$ cat config.mk
export PLATFORM = sky130hd
export DESIGN_NAME = crpi_channel
export DESIGN_NICKNAME = d
export VERILOG_FILES = /design/src/rtl/core/assert_macros.svh /design/src/rtl/core/crpi_pkg.sv /design/src/rtl/core/crpi_channel.sv
export SDC_FILE = /design/constraint.sdc
export NUM_CORES = 2
export LEC_CHECK = 0
export BUFFER_PORTS_ARGS = -buffer_cell sky130_fd_sc_hd__buf_2
export CAP_MARGIN = 30
export CELL_PAD_IN_SITES_DETAIL_PLACEMENT = 0
export CELL_PAD_IN_SITES_GLOBAL_PLACEMENT = 1
export CORE_ASPECT_RATIO = 0.75
export CORE_UTILIZATION = 58
export CTS_BUF_LIST = sky130_fd_sc_hd__clkbuf_4
export CTS_CLUSTER_DIAMETER = 60
export DETAILED_ROUTE_END_ITERATION = 12
export PLACE_DENSITY_LB_ADDON = 0.2
export SLEW_MARGIN = 20
export SYNTH_ARGS = -nofsm -noshare
export SYNTH_HDL_FRONTEND = slang
export SYNTH_SLANG_ARGS = --single-unit
$ cat constraint.sdc
create_clock -name clk -period 13.21 [get_ports clk]
set_input_delay 2.642 -clock clk [delete_from_list [all_inputs] [get_ports clk]]
set_output_delay 2.642 -clock clk [all_outputs]
set_load 0.02 [all_outputs]
$ cat src/rtl/core/assert_macros.svh
// Assertion helpers used by the RTL.
`ifndef ASSERT_MACROS_SVH
`define ASSERT_MACROS_SVH

// a holds in the same cycle as b
`define ASSERT_IMPLY(label, clk, rst_n, a, b) \
	label: assert property (@(posedge clk) disable iff (!(rst_n)) (a) |-> (b)) \
		else $error("implication check failed");

// a in this cycle gives b in the next
`define ASSERT_NEXT(label, clk, rst_n, a, b) \
	label: assert property (@(posedge clk) disable iff (!(rst_n)) (a) |=> (b)) \
		else $error("next-cycle check failed");

`endif

$ cat src/rtl/core/crpi_pkg.sv
package crpi_pkg;

	localparam int PIXEL_BITS          = 64;
	localparam int FRACTION_FIELD_BITS = 16;
	localparam int NUM_LANES           = 4;
	localparam int NUM_STAGES          = 7;

	localparam int DEFAULT_CHANNEL_BITS  = 16;
	localparam int DEFAULT_FRACTION_BITS = 16;

	// per-stage load enables from the pipeline control to each channel
	typedef struct packed {
		logic [NUM_STAGES-1:0] en;
	} crpi_stage_ctrl_t;

endpackage

$ cat src/rtl/core/crpi_channel.sv
module crpi_channel #(
	parameter int CHANNEL_BITS  = crpi_pkg::DEFAULT_CHANNEL_BITS,
	parameter int FRACTION_BITS = crpi_pkg::DEFAULT_FRACTION_BITS
) (
	input  logic                       clk,
	input  crpi_pkg::crpi_stage_ctrl_t ctrl,
	input  logic [CHANNEL_BITS-1:0]    p0,
	input  logic [CHANNEL_BITS-1:0]    p1,
	input  logic [CHANNEL_BITS-1:0]    p2,
	input  logic [CHANNEL_BITS-1:0]    p3,
	input  logic [FRACTION_BITS-1:0]   t,
	output logic [CHANNEL_BITS-1:0]    y
);
	import crpi_pkg::*;

	localparam int CW = CHANNEL_BITS + 4;          // doubled coefficients
	localparam int RW = CHANNEL_BITS + 5;          // Horner partials
	localparam int TW = FRACTION_BITS + 1;         // t as a signed operand
	localparam int PW = RW + TW;                   // products and sums
	localparam logic signed [PW-1:0] HALF =
		{{(PW-FRACTION_BITS){1'b0}}, 1'b1, {(FRACTION_BITS-1){1'b0}}};
	localparam logic signed [PW-1:0] ONE =
		{{(PW-FRACTION_BITS-1){1'b0}}, 1'b1, {FRACTION_BITS{1'b0}}};

	logic signed [CW-1:0] e0, e1, e2, e3, e12;
	logic signed [CW-1:0] a_c, b_c, c_c, d_c;

	logic signed [CW-1:0]       a_s1, b_s1, c_s1, d_s1;
	logic [FRACTION_BITS-1:0]   t_s1;
	logic signed [PW-1:0]       pa_s2;
	logic signed [CW-1:0]       b_s2, c_s2, d_s2;
	logic [FRACTION_BITS-1:0]   t_s2;
	logic signed [RW-1:0]       r1_s3;
	logic signed [CW-1:0]       c_s3, d_s3;
	logic [FRACTION_BITS-1:0]   t_s3;
	logic signed [PW-1:0]       pr1_s4;
	logic signed [CW-1:0]       c_s4, d_s4;
	logic [FRACTION_BITS-1:0]   t_s4;
	logic signed [RW-1:0]       r2_s5;
	logic signed [CW-1:0]       d_s5;
	logic [FRACTION_BITS-1:0]   t_s5;
	logic signed [PW-1:0]       pr2_s6;
	logic signed [CW-1:0]       d_s6;
	logic [CHANNEL_BITS-1:0]    y_s7;

	logic signed [TW-1:0] t_s1x, t_s3x, t_s5x;
	logic signed [PW-1:0] h1, h2, h3;
	logic signed [RW-1:0] yr;
	logic [CHANNEL_BITS-1:0] y_sat;

	// A = -p0+3p1-3p2+p3, B = 2p0-5p1+4p2-p3, C = p2-p0, D = 2p1
	assign e0  = $signed(CW'(p0));
	assign e1  = $signed(CW'(p1));
	assign e2  = $signed(CW'(p2));
	assign e3  = $signed(CW'(p3));
	assign e12 = e1 - e2;
	assign a_c = e3 - e0 + e12 + (e12 <<< 1);
	assign b_c = (e0 <<< 1) - (e1 <<< 2) - e1 + (e2 <<< 2) - e3;
	assign c_c = e2 - e0;
	assign d_c = e1 <<< 1;

	assign t_s1x = $signed({1'b0, t_s1});
	assign t_s3x = $signed({1'b0, t_s3});
	assign t_s5x = $signed({1'b0, t_s5});

	// round half up is an arithmetic shift after adding half
	assign h1 = pa_s2 + (PW'(b_s2) <<< FRACTION_BITS) + HALF;
	assign h2 = pr1_s4 + (PW'(c_s4) <<< FRACTION_BITS) + HALF;
	assign h3 = pr2_s6 + (PW'(d_s6) <<< FRACTION_BITS) + ONE;
	assign yr = RW'(h3 >>> (FRACTION_BITS + 1));

	always_comb begin
		priority if (yr[RW-1]) begin
			y_sat = '0;
		end else if (yr[RW-2:CHANNEL_BITS] != '0) begin
			y_sat = '1;
		end else begin
			y_sat = yr[CHANNEL_BITS-1:0];
		end
	end

	always_ff @(posedge clk) begin
		if (ctrl.en[0]) begin
			a_s1 <= a_c;
			b_s1 <= b_c;
			c_s1 <= c_c;
			d_s1 <= d_c;
			t_s1 <= t;
		end
		if (ctrl.en[1]) begin
			pa_s2 <= PW'(a_s1) * PW'(t_s1x);
			b_s2  <= b_s1;
			c_s2  <= c_s1;
			d_s2  <= d_s1;
			t_s2  <= t_s1;
		end
		if (ctrl.en[2]) begin
			r1_s3 <= RW'(h1 >>> FRACTION_BITS);
			c_s3  <= c_s2;
			d_s3  <= d_s2;
			t_s3  <= t_s2;
		end
		if (ctrl.en[3]) begin
			pr1_s4 <= PW'(r1_s3) * PW'(t_s3x);
			c_s4   <= c_s3;
			d_s4   <= d_s3;
			t_s4   <= t_s3;
		end
		if (ctrl.en[4]) begin
			r2_s5 <= RW'(h2 >>> FRACTION_BITS);
			d_s5  <= d_s4;
			t_s5  <= t_s4;
		end
		if (ctrl.en[5]) begin
			pr2_s6 <= PW'(r2_s5) * PW'(t_s5x);
			d_s6   <= d_s5;
		end
		if (ctrl.en[6]) begin
			y_s7 <= y_sat;
		end
	end

	assign y = y_s7;

endmodule

==> impl_metrics.ini <==
[die]
io_pins = 104
die_w_um = 360
initial_core_util_pct = 58.6
die_area_um2 = 97400
dieHeight_um = 271
fp-row-count = 98
core_um2 = 95300

[sta]
setup_ws_ns = 5.59
fmax_ghz = 0.131
min_period_over_period_pct = 57.7
period_needed_ns = 7.62
rsz0062_at_grt = no
max_slew_margin_pct = 32.4
tightest_slew_ns = 1.01
tns_ns = 0
maxSlewViolCount = 0
holdWs_ns = 0.373
clock_skew_ns = 0.0937
finalSetupViolCount = 0
hold_violations = 0

[drt]
drtIter0Drc = 2626
wire_per_inst_um = 18.4
post-route-drc-count = 0
antenna_left = 0
via_per_inst = 5.30
num_vias = 36500
drt_pre_antenna_iters = 5
wl_mm = 127

[global_route]
grt_pass1_vias = 39400
grt_use_total_pct = 27.8
grt_max_degree = 70
grt_first_pass_wirelength_mm = 211
antenna_found_initial = 8
grt.overflow.total = 0

[synth]
syn_nets = 6988
synthArstFlopShare_pct = 0
post_synth.cell_area_avg_um2 = 10.2
ys_seq_area_share_pct = 22.9
synth_seq_cells = 426
synth_cell_types = 75
synth_edf_count = 426
ys_warn_count = 0
syn-cell-area_um2 = 55800
synthCells = 5450
ys.flop_type = edfxtp_1

[clocking]
numCtsBuffers = 107
cts_max_path_buffers = 3
htreeDepth = 3
root_buffer = clkbuf_4
clkTransAtPathRegs_ns = 0.06
cts_tree = built
numClockSinks = 426
post_cts_buffers = 0
ctsHoldBuffers = 0
cts-resized-gates = 0
clock_latency_ns = 1.00

[setup_path]
path_delay_family = adder cells
cp_slowest_cell = edfxtp_1
worstPathMaxFanout = 21
critPathArrivalTime_ns = 8.31
start_kind = flop
cpMostUsedCell = fa_1
cp_cell_sequence = nand2_1 > fa_1 > inv_1 > fa_1 > inv_1 > fa_1 > inv_1 > fa_1 > fa_1 > inv_1 > fa_1 > inv_1 > ha_1 > and4_1 > and4_1 > a22oi_1 > a21oi_1 > o2111ai_1 > nand3_1 > o211ai_1 > a21boi_0 > o31a_1
critPathKind = reg -> reg
endpoint_kind = flop
cp.required_ns = 13.90
critical_path_buf_inv_count = 5
slowest_delay_ns = 0.89

[hold_path]
worstHoldPathType = reg -> reg

[cells_and_area]
synthToLayoutAreaGrowth_pct = 5.79
nets = 7085
drive_gt1_share_pct = 5.91

[status]
outcome = complete, no violations

[run]
cap_violations = 0

[place]
dp_slack_ns = 5.73
dp_hpwl_mm = 102
port_buffers = 103
place_congestion = 0.899
-- cells in the final DEF (no fill, tap or decap), types with 52 or more instances in the layout --
cell / instances
clkbuf_4: 136
inv_1: 1374
o21ai_0: 76
xnor2_1: 142
ha_1: 429
fa_1: 1021
nand3_1: 52
nor2_1: 136
nand2_1: 649
edfxtp_1: 426
buf_2: 101
a21oi_1: 124
and2_1: 407
-- metrics by stage --
step / instance area (um2) / instances / utilization, %
3_3_place_gp: 57500 / 6682 / 60.4
6_report: 59000 / 6876 / 61.9
5_1_grt: 59000 / 6875 / 61.9
4_1_cts: 58900 / 6861 / 61.8
2_1_floorplan: 55800 / 5450 / -
3_5_place_dp: 57500 / 6682 / 60.4
-- cell usage after synthesis, types with 18 or more instances --
cell	n	area share, %
inv_1	1374	9.2
fa_1	1021	37
nand2_1	649	4.4
ha_1	429	9.6
edfxtp_1	426	23
and2_1	407	4.6
clkbuf_1	149	1.0
xnor2_1	142	2.2
nor2_1	136	0.92
a21oi_1	124	1.1
o21ai_0	76	0.68
nand3_1	52	0.47
nor3_1	45	0.40
xor2_1	45	0.71
a21o_1	41	0.55
nor2b_1	31	0.35
o21a_1	29	0.39
nand2b_1	25	0.28
and3_1	23	0.26
a211oi_1	20	0.27
o21bai_1	18	0.24
-- metal layers --
layer  part of all wire [%]  GRT usage, %  routed length (um)
met4                    1.4          4.91                1790
met1                     48          42.1               60500
met5                  0.036             0                  46
met3                    8.3          6.79               10600
met2                     42          41.1               53800
-- area by class of cell --
cell class	count	area, um2
Clock buffer	136	1020
Sequential cell	426	12800
Tap cell	1250	1560
Multi-Input combinational cell	3496	37300
Fill cell	7995	36300
Antenna cell	9	22.5
Clock inverter	43	298
Timing Repair Buffer	142	908
Inverter	1374	5160
-- logic make-up (layout without fill, tap and decap cells) --
family / count (synthesis) / count (layout) / share of synthesized area (%)
other cells: 0 / 9 / 0
simple gates: 1414 / 1414 / 12.2
buf+inv: 1528 / 1695 / 10.3
fa+ha+maj: 1450 / 1450 / 46.3
compound gates: 444 / 444 / 5.36
xor+xnor: 188 / 188 / 2.96
flops: 426 / 426 / 22.9
-- state kept, by name, indices dropped and copies added, names as in the netlist, 19 cells and up --
signal / count
pr1_s4: 22
pr2_s6: 22
pa_s2: 21
r1_s3: 21
r2_s5: 21
b_s1: 20
b_s2: 20
a_s1: 19
-- final timing paths --
check           from         end  slack (ns)  depth (start not counted)
min reg2reg  c_s2[9]     c_s3[9]        0.37                          0
max          t_s5[8]  pr2_s6[36]        5.59                         22
min          c_s2[9]     c_s3[9]        0.37                          0
max reg2reg  t_s5[8]  pr2_s6[36]        5.59                         22
Power is left out: the tool's default activity adds up to more than one toggle a clock period on the data nets, which glitch-free logic cannot reach.
