`config.mk`:
```
export PLATFORM = sky130hd
export DESIGN_NAME = crpi_pipe_ctrl
export DESIGN_NICKNAME = d
export VERILOG_FILES = /design/src/rtl/core/crpi_pkg.sv /design/src/rtl/core/crpi_pipe_ctrl.sv
export VERILOG_INCLUDE_DIRS = /design/src /design/src/rtl/core
export SDC_FILE = /design/constraint.sdc
export NUM_CORES = 1
export LEC_CHECK = 0
export BUFFER_PORTS_ARGS = -buffer_cell sky130_fd_sc_hd__buf_4
export CORE_AREA = 2 2 39 41
export CTS_CLUSTER_DIAMETER = 60
export DETAILED_ROUTE_END_ITERATION = 10
export DIE_AREA = 0 0 41 43
export MAX_ROUTING_LAYER = met4
export PLACE_DENSITY = 0.54
export SYNTH_ARGS = -nofsm -noshare
export SYNTH_HDL_FRONTEND = slang
export SYNTH_SLANG_ARGS = --single-unit
export TNS_END_PERCENT = 5
```
`constraint.sdc`:
```
create_clock -name clk -period 1.6 [get_ports clk]
set_clock_uncertainty 0.15 [all_clocks]
set_input_delay 0.24 -clock clk [delete_from_list [all_inputs] [get_ports clk]]
set_output_delay 0.24 -clock clk [all_outputs]
set_load 0.005 [all_outputs]
```
`src/rtl/core/assert_macros.svh`:
```
// Assertion helpers used by the RTL.
`ifndef ASSERT_MACROS_SVH
`define ASSERT_MACROS_SVH

// a holds in the same cycle as b
`define ASSERT_IMPLY(label, clk, rst_n, a, b) \
	label: assert property (@(posedge clk) disable iff (!(rst_n)) (a) |-> (b)) \
		else $error("implication check failed");

// a in this cycle gives b in the next
`define ASSERT_NEXT(label, clk, rst_n, a, b) \
	label: assert property (@(posedge clk) disable iff (!(rst_n)) (a) |=> (b)) \
		else $error("next-cycle check failed");

`endif

```
`src/rtl/core/crpi_pkg.sv`:
```
package crpi_pkg;

	localparam int PIXEL_BITS          = 64;
	localparam int FRACTION_FIELD_BITS = 16;
	localparam int NUM_LANES           = 4;
	localparam int NUM_STAGES          = 7;

	localparam int DEFAULT_CHANNEL_BITS  = 16;
	localparam int DEFAULT_FRACTION_BITS = 16;

	// per-stage load enables from the pipeline control to each channel
	typedef struct packed {
		logic [NUM_STAGES-1:0] en;
	} crpi_stage_ctrl_t;

endpackage

```
`src/rtl/core/crpi_pipe_ctrl.sv`:
```
`include "assert_macros.svh"

module crpi_pipe_ctrl (
	input  logic                      clk,
	input  logic                      arst_n,
	input  logic                      in_valid,
	output logic                      in_ready,
	output logic                      out_valid,
	input  logic                      out_ready,
	output crpi_pkg::crpi_stage_ctrl_t ctrl
);
	import crpi_pkg::*;

	logic [NUM_STAGES-1:0] valid_q;
	logic [NUM_STAGES:0]   ready;
	logic [NUM_STAGES-1:0] up_valid;

	// a stage takes a beat when it is empty or its successor moves on
	always_comb begin
		ready[NUM_STAGES] = out_ready;
		for (int k = NUM_STAGES - 1; k >= 0; k--) begin
			ready[k] = !valid_q[k] || ready[k+1];
		end
	end

	assign up_valid = {valid_q[NUM_STAGES-2:0], in_valid};
	assign ctrl.en  = ready[NUM_STAGES-1:0] & up_valid;

	always_ff @(posedge clk or negedge arst_n) begin
		if (!arst_n) begin
			valid_q <= '0;
		end else begin
			valid_q <= (valid_q & ~ready[NUM_STAGES-1:0]) | (up_valid & ready[NUM_STAGES-1:0]);
		end
	end

	assign in_ready  = ready[0];
	assign out_valid = valid_q[NUM_STAGES-1];

	`ASSERT_NEXT(a_accept_fills_first, clk, arst_n, in_valid && in_ready, valid_q[0])
	`ASSERT_IMPLY(a_blocked_only_full, clk, arst_n, !in_ready, &valid_q)
	`ASSERT_NEXT(a_last_refills, clk, arst_n, valid_q[NUM_STAGES-2] && out_ready, valid_q[NUM_STAGES-1])

endmodule

```
==> flow_summary.toml, run 1 <==
[timing]
timing_hold_violations_final = 0
post-route-min-period_ps = 1580
max_slew_margin_pct = 84.9
slew_viol_final = 0
finalCritPeriodShare_pct = 99.0
rsz0062_at_grt = "true"
fmax_mhz = 631
fin_ws_ps = 16.4
worst_pin_slew_ps = 226
report.final.setup_viol = 0

[synth]
syn_avg_cell_area_um2 = 11.5
ys_top_cells_by_area = "dfrtp_1, and2_1, nand2b_1"
synth_cells = 30
netlist_area_um2 = 344
yosysUniqueCellTypes = 17
synth_nets = 34
ys_ff_latch = 7
ys_warn_count = 0
yosysTopAreaCellShare_pct = 50.9
synth.yosys.seq_area_share_pct = 50.9
yosysTopAreaCell = "dfrtp_1"

[layout]
multi_input_area_um2 = 160
seq_area_um2 = 175
nNetsFinal = 55
fillers = 149
n_antenna_cell = 0
fin_area_um2 = 519
utilization_pct = 37.5
area_delta_synth_final_pct = 50.9
fin_cells = 66
drive_gt1_share_pct = 46.0

[grt]
grt_pass1_wl_mm = 1.07
grt.overflow.total = 0
grt_usage_pct = 9.56
grt_max_degree = 8
grt_pass1_vias = 263
antenna_found_initial = 0

[floorplanning]
core-area_um2 = 1380
ios = 13
start_util_pct = 24.9
die_w_um = 41
die_y_um = 43
dieArea_um2 = 1760
num_rows = 14

[worst_setup_path]
reg2regPathDepth = 3
cp.required_ps = 1210
worstPathMaxFanout = 5
cp_data_arrival_time_ps = 1190
cp-start-kind = "register"
end_kind = "primary output"
critPathKind = "register to primary output"
reg2reg_slack_ps = 350

[worst_hold_path]
hp-class = "input pin to register"
hold_depth = 2
worstHoldStart = "in_valid"

[clock_tree]
clockBufferDepth = 2
clkTransAtPathRegs_ps = 50
clk_root_buffer_cell = "clkbuf_4"
cts_sinks = 7
cts_tree = "done"
cts_buffers = 3
clock_latency_ps = 250
cts_max_level = 1

[run_status]
status = "finished clean"

[run]
maxCapViolCount = 0

[pwr]
p_per_area_nw_per_um2 = 1130
power_w = 0.000585
leakage_nw = 0.242
peakVddDrop_uv = 492

[route]
drtPass1Iterations = 4
wire_per_inst_um = 10.6
ant_nets = 0
drt_iter0_markers = 3
drc = 0
routed_wl_um = 697
routed-via-count = 297
avgViaCountPerCell = 4.50

[placement]
dp_hpwl_um = 445
gp_congestion = 0.641
preCtsSetupSlack_ps = 64.5
io_buffers = 12
placedCellCount = 56
placed_cell_area_um2 = 438
## critical path: stages, from the launching register on
cell and delay (ps):
dfrtp_1 380, and4b_2 290, a31oi_1 140, buf_4 130
## per-layer routing
layer | share of wire, % | track usage, % | vias to the layer above | wire length (um)
li1 | - | - | 149 | -
met1 | 48 | 12.3 | 143 | 338
met2 | 48 | 11.6 | 5 | 333
met3 | 3.7 | 4.71 | 0 | 26
met4 | 0 | 6.00 | 0 | 0
met5 | 0 | - | - | 0
## final cells by class
class | instances | share of cell area (%)
flip-flops and latches | 7 | 33.7
multi-input cells | 20 | 30.8
repair buffers | 17 | 25.1
clock buffers | 4 | 5.06
well taps | 16 | 3.86
inverters | 2 | 1.45
## logic make-up (layout without fill, tap and decap cells)
| kind of cell | after synthesis | after routing | share of synthesized area (%) |
|---|---|---|---|
| DFF | 7 | 7 | 50.9 |
| AOI/OAI and AO/OA | 8 | 8 | 20.7 |
| and+or+nand+nor | 11 | 12 | 21.5 |
| buffers and inverters | 4 | 23 | 6.91 |
## stage by stage
step	hold slack (ps)	setup TNS, ps
4_1_cts	37.4	-14.7
6_report	42.8	0
3_5_place_dp	-93.7	0
2_1_floorplan	-206	0
5_1_grt	41.7	-116
3_3_place_gp	-93.3	0
## how the worst max path moves through the flow
stage,to,depth (start not counted),slack (ps)
after floorplan,ctrl[1],3,310
after global placement,ctrl[0],4,50
after detailed placement,ctrl[0],4,60
after CTS,ctrl[1],3,-10
after global routing,ctrl[1],3,-60
final,ctrl[1],3,20
## synthesized netlist by cell type
| library cell | n |
|---|---|
| and4b_1 | 1 |
| nand3b_1 | 1 |
| dfrtp_1 | 7 |
| a41o_1 | 1 |
| nand2b_1 | 3 |
| buf_6 | 1 |
| a31o_1 | 1 |
| buf_2 | 1 |
| inv_1 | 2 |
| nand4_1 | 1 |
| a41oi_2 | 1 |
| nor2b_1 | 1 |
| or2_1 | 1 |
| a31oi_1 | 1 |
| and2_1 | 3 |
| a21o_1 | 2 |
| a21boi_1 | 2 |
## where the power goes
part	internal [W]	switching, W
sequential	0.000204	0.0000258
combinational	0.000120	0.0000772
clock	0.0000950	0.0000623
## cells in the final DEF (no fill, tap or decap), drive strengths merged
cell type and instances:
buf 16, dlygate4sd3 1, a31oi 1, and2 3
clkbuf 4, nand4 1, and4b 2, nand3b 1
a41oi 1, a21boi 2, nor2b 1, a31o 1
or2 1, a41o 1, inv 2, a21o 2
nand2b 3, dfrtp 7
## timing repair
| item | CTS | global route |
|---|---|---|
| pin swaps | 4 | 0 |
| buffers inserted | 4 | 0 |
| endpoints found under the setup margin | 6 | 6 |
| gates cloned | 1 | 0 |
| hold endpoints to repair | 7 | 0 |
| hold buffers | 1 | 0 |
| gates resized for setup | 3 | 1 |
(Power assumes the default switching activity.)
==> run 2, diff against run 1 <==
- GPL_TIMING_DRIVEN: unset -> 0
==> flow_summary.toml, run 2 (synthesis results as in run 1) <==
[run_status]
status = "complete, but fails checks"
violations = "negative setup slack"

[route]
drtPass1Iterations = 1
avgViaCountPerCell = 4.29
wire_per_inst_um = 10.3
ant_nets = 0
routed-via-count = 292
drc = 0
routed_wl_um = 702
drt_iter0_markers = 0

[clock_tree]
clk_root_buffer_cell = "clkbuf_4"
cts_tree = "done"
cts_repair_resize_count = 0
clock_latency_ps = 250
cts_buffers = 3
clkTransAtPathRegs_ps = 50
clockBufferDepth = 2
cts_sinks = 7
cts_max_level = 1

[run]
maxCapViolCount = 0

[layout]
fin_area_um2 = 528
area_delta_synth_final_pct = 53.5
n_antenna_cell = 0
final_common_cell = "buf_4"
drive_gt1_share_pct = 44.2
utilization_pct = 38.2
nNetsFinal = 57
layout_common_cells = "buf_4, dfrtp_1, and2_1, nand2b_1, clkbuf_4"
fillers = 149

[pwr]
switching_power_w = 0.000171
p_per_area_nw_per_um2 = 1130
internal-power_w = 0.000428
power_w = 0.000599
pwr-share-seq_pct = 37.8
power.share.switching_pct = 28.5
p_comb_share_pct = 35.0
peakVddDrop_uv = 440
leakage_nw = 0.251
clock_power_share_pct = 27.2

[worst_setup_path]
worstPathCellList = "and4b_1, buf_6, a31oi_1, buf_4"
critPathSlowestCell = "dfrtp_1"
cp.required_ps = 1210
reg2regPathDepth = 4
cp_data_arrival_time_ps = 1270
cpPeakStageDelay_ps = 370
end_kind = "primary output"
worstPathMaxFanout = 9
cp-start-kind = "register"
critPathKind = "register to primary output"

[timing]
finalSetupTns_ps = -162
rsz0062_at_grt = "true"
max_slew_margin_pct = 85.2
report.final.setup_viol = 4
timing_hold_violations_final = 0
holdWs_ps = 32.2
post-route-min-period_ps = 1660
finalCritPeriodShare_pct = 104
worst_pin_slew_ps = 223
slew_viol_final = 0
fmax_mhz = 601
fin_ws_ps = -64.4

[worst_hold_path]
hp-class = "input pin to register"
hold_depth = 2

[floorplanning]
dieArea_um2 = 1760
die_y_um = 43
start_util_pct = 24.9
core-area_um2 = 1380
die_w_um = 41
num_rows = 14
ios = 13

[placement]
gp_congestion = 0.621
dp_hpwl_um = 455
placed_cell_area_um2 = 454
io_buffers = 12

[grt]
grt_pass1_wl_mm = 1.18
grt_usage_pct = 10.7
grt_max_degree = 10
antenna_found_initial = 0
grt.overflow.total = 0
grt_pass1_vias = 270
## run 2: cell count changes in the layout (fill, tap and decap cells not counted)
cell and delta:
and2_1 +1, and4b_1 +1, buf_2 +1, buf_6 +1, and4b_2 -2, buf_4 +1, and2_4 -1
## run 2: metal layers
metal	wire, um	part of all wire, %	global-route usage, %	up-vias
met2	356	51	12.2	5
met3	31	4.4	4.71	0
met4	0	0	8.00	0
met5	0	0	-	-
met1	314	45	14.3	136
li1	-	-	-	151
## run 2: repair_timing
item | CTS | global route
endpoints found under the setup margin | 6 | 6
hold buffers | 1 | 0
pin swaps | 2 | 2
buffers inserted | 4 | 1
hold endpoints to repair | 7 | 0
## run 2: cell type report
| type | instances | area (um2) | area share, % |
|---|---|---|---|
| inverters | 2 | 7.51 | 1.42 |
| clock buffers | 4 | 26.3 | 4.98 |
| well taps | 16 | 20.0 | 3.79 |
| repair buffers | 18 | 138 | 26.1 |
| flip-flops and latches | 7 | 175 | 33.2 |
| plain buffers | 2 | 16.3 | 3.08 |
| multi-input cells | 19 | 145 | 27.5 |
## run 2: worst paths after layout
path                               start                    endpoint  slack, ps
worst max-delay path            register                     ctrl[1]        -60
worst min register to register  register                    register        320
worst max register to register  register                    register        290
worst min-delay path            in_valid                    register         30
max in group asynchronous         arst_n  asynchronous set/reset pin        990
min in group asynchronous         arst_n  asynchronous set/reset pin        190
## run 2: power by group through the flow
stage               Sequential, W  Clock [W]  Combinational, W
detailed placement       0.000232          0          0.000176
global route             0.000230   0.000190          0.000228
global placement         0.000233          0          0.000175
floorplan                0.000226          0         0.0000992
CTS                      0.000226   0.000169          0.000204
finish                   0.000226   0.000163          0.000210
## run 2: through the flow
| stage | std cells | setup WS (ps) |
|---|---|---|
| after global routing | 68 | -138 |
| after detailed placement | 58 | 153 |
| after floorplan | 30 | 308 |
| after CTS | 67 | -91.5 |
| after global placement | 58 | 166 |
| final | 68 | -64.4 |
## run 2: critical path, delay by kind of cell, from the launching register on
family | cells | cell delay (ps)
DFF | 1 | 370
and+or+nand+nor | 1 | 220
buffers and inverters | 2 | 270
AOI/OAI and AO/OA | 1 | 160
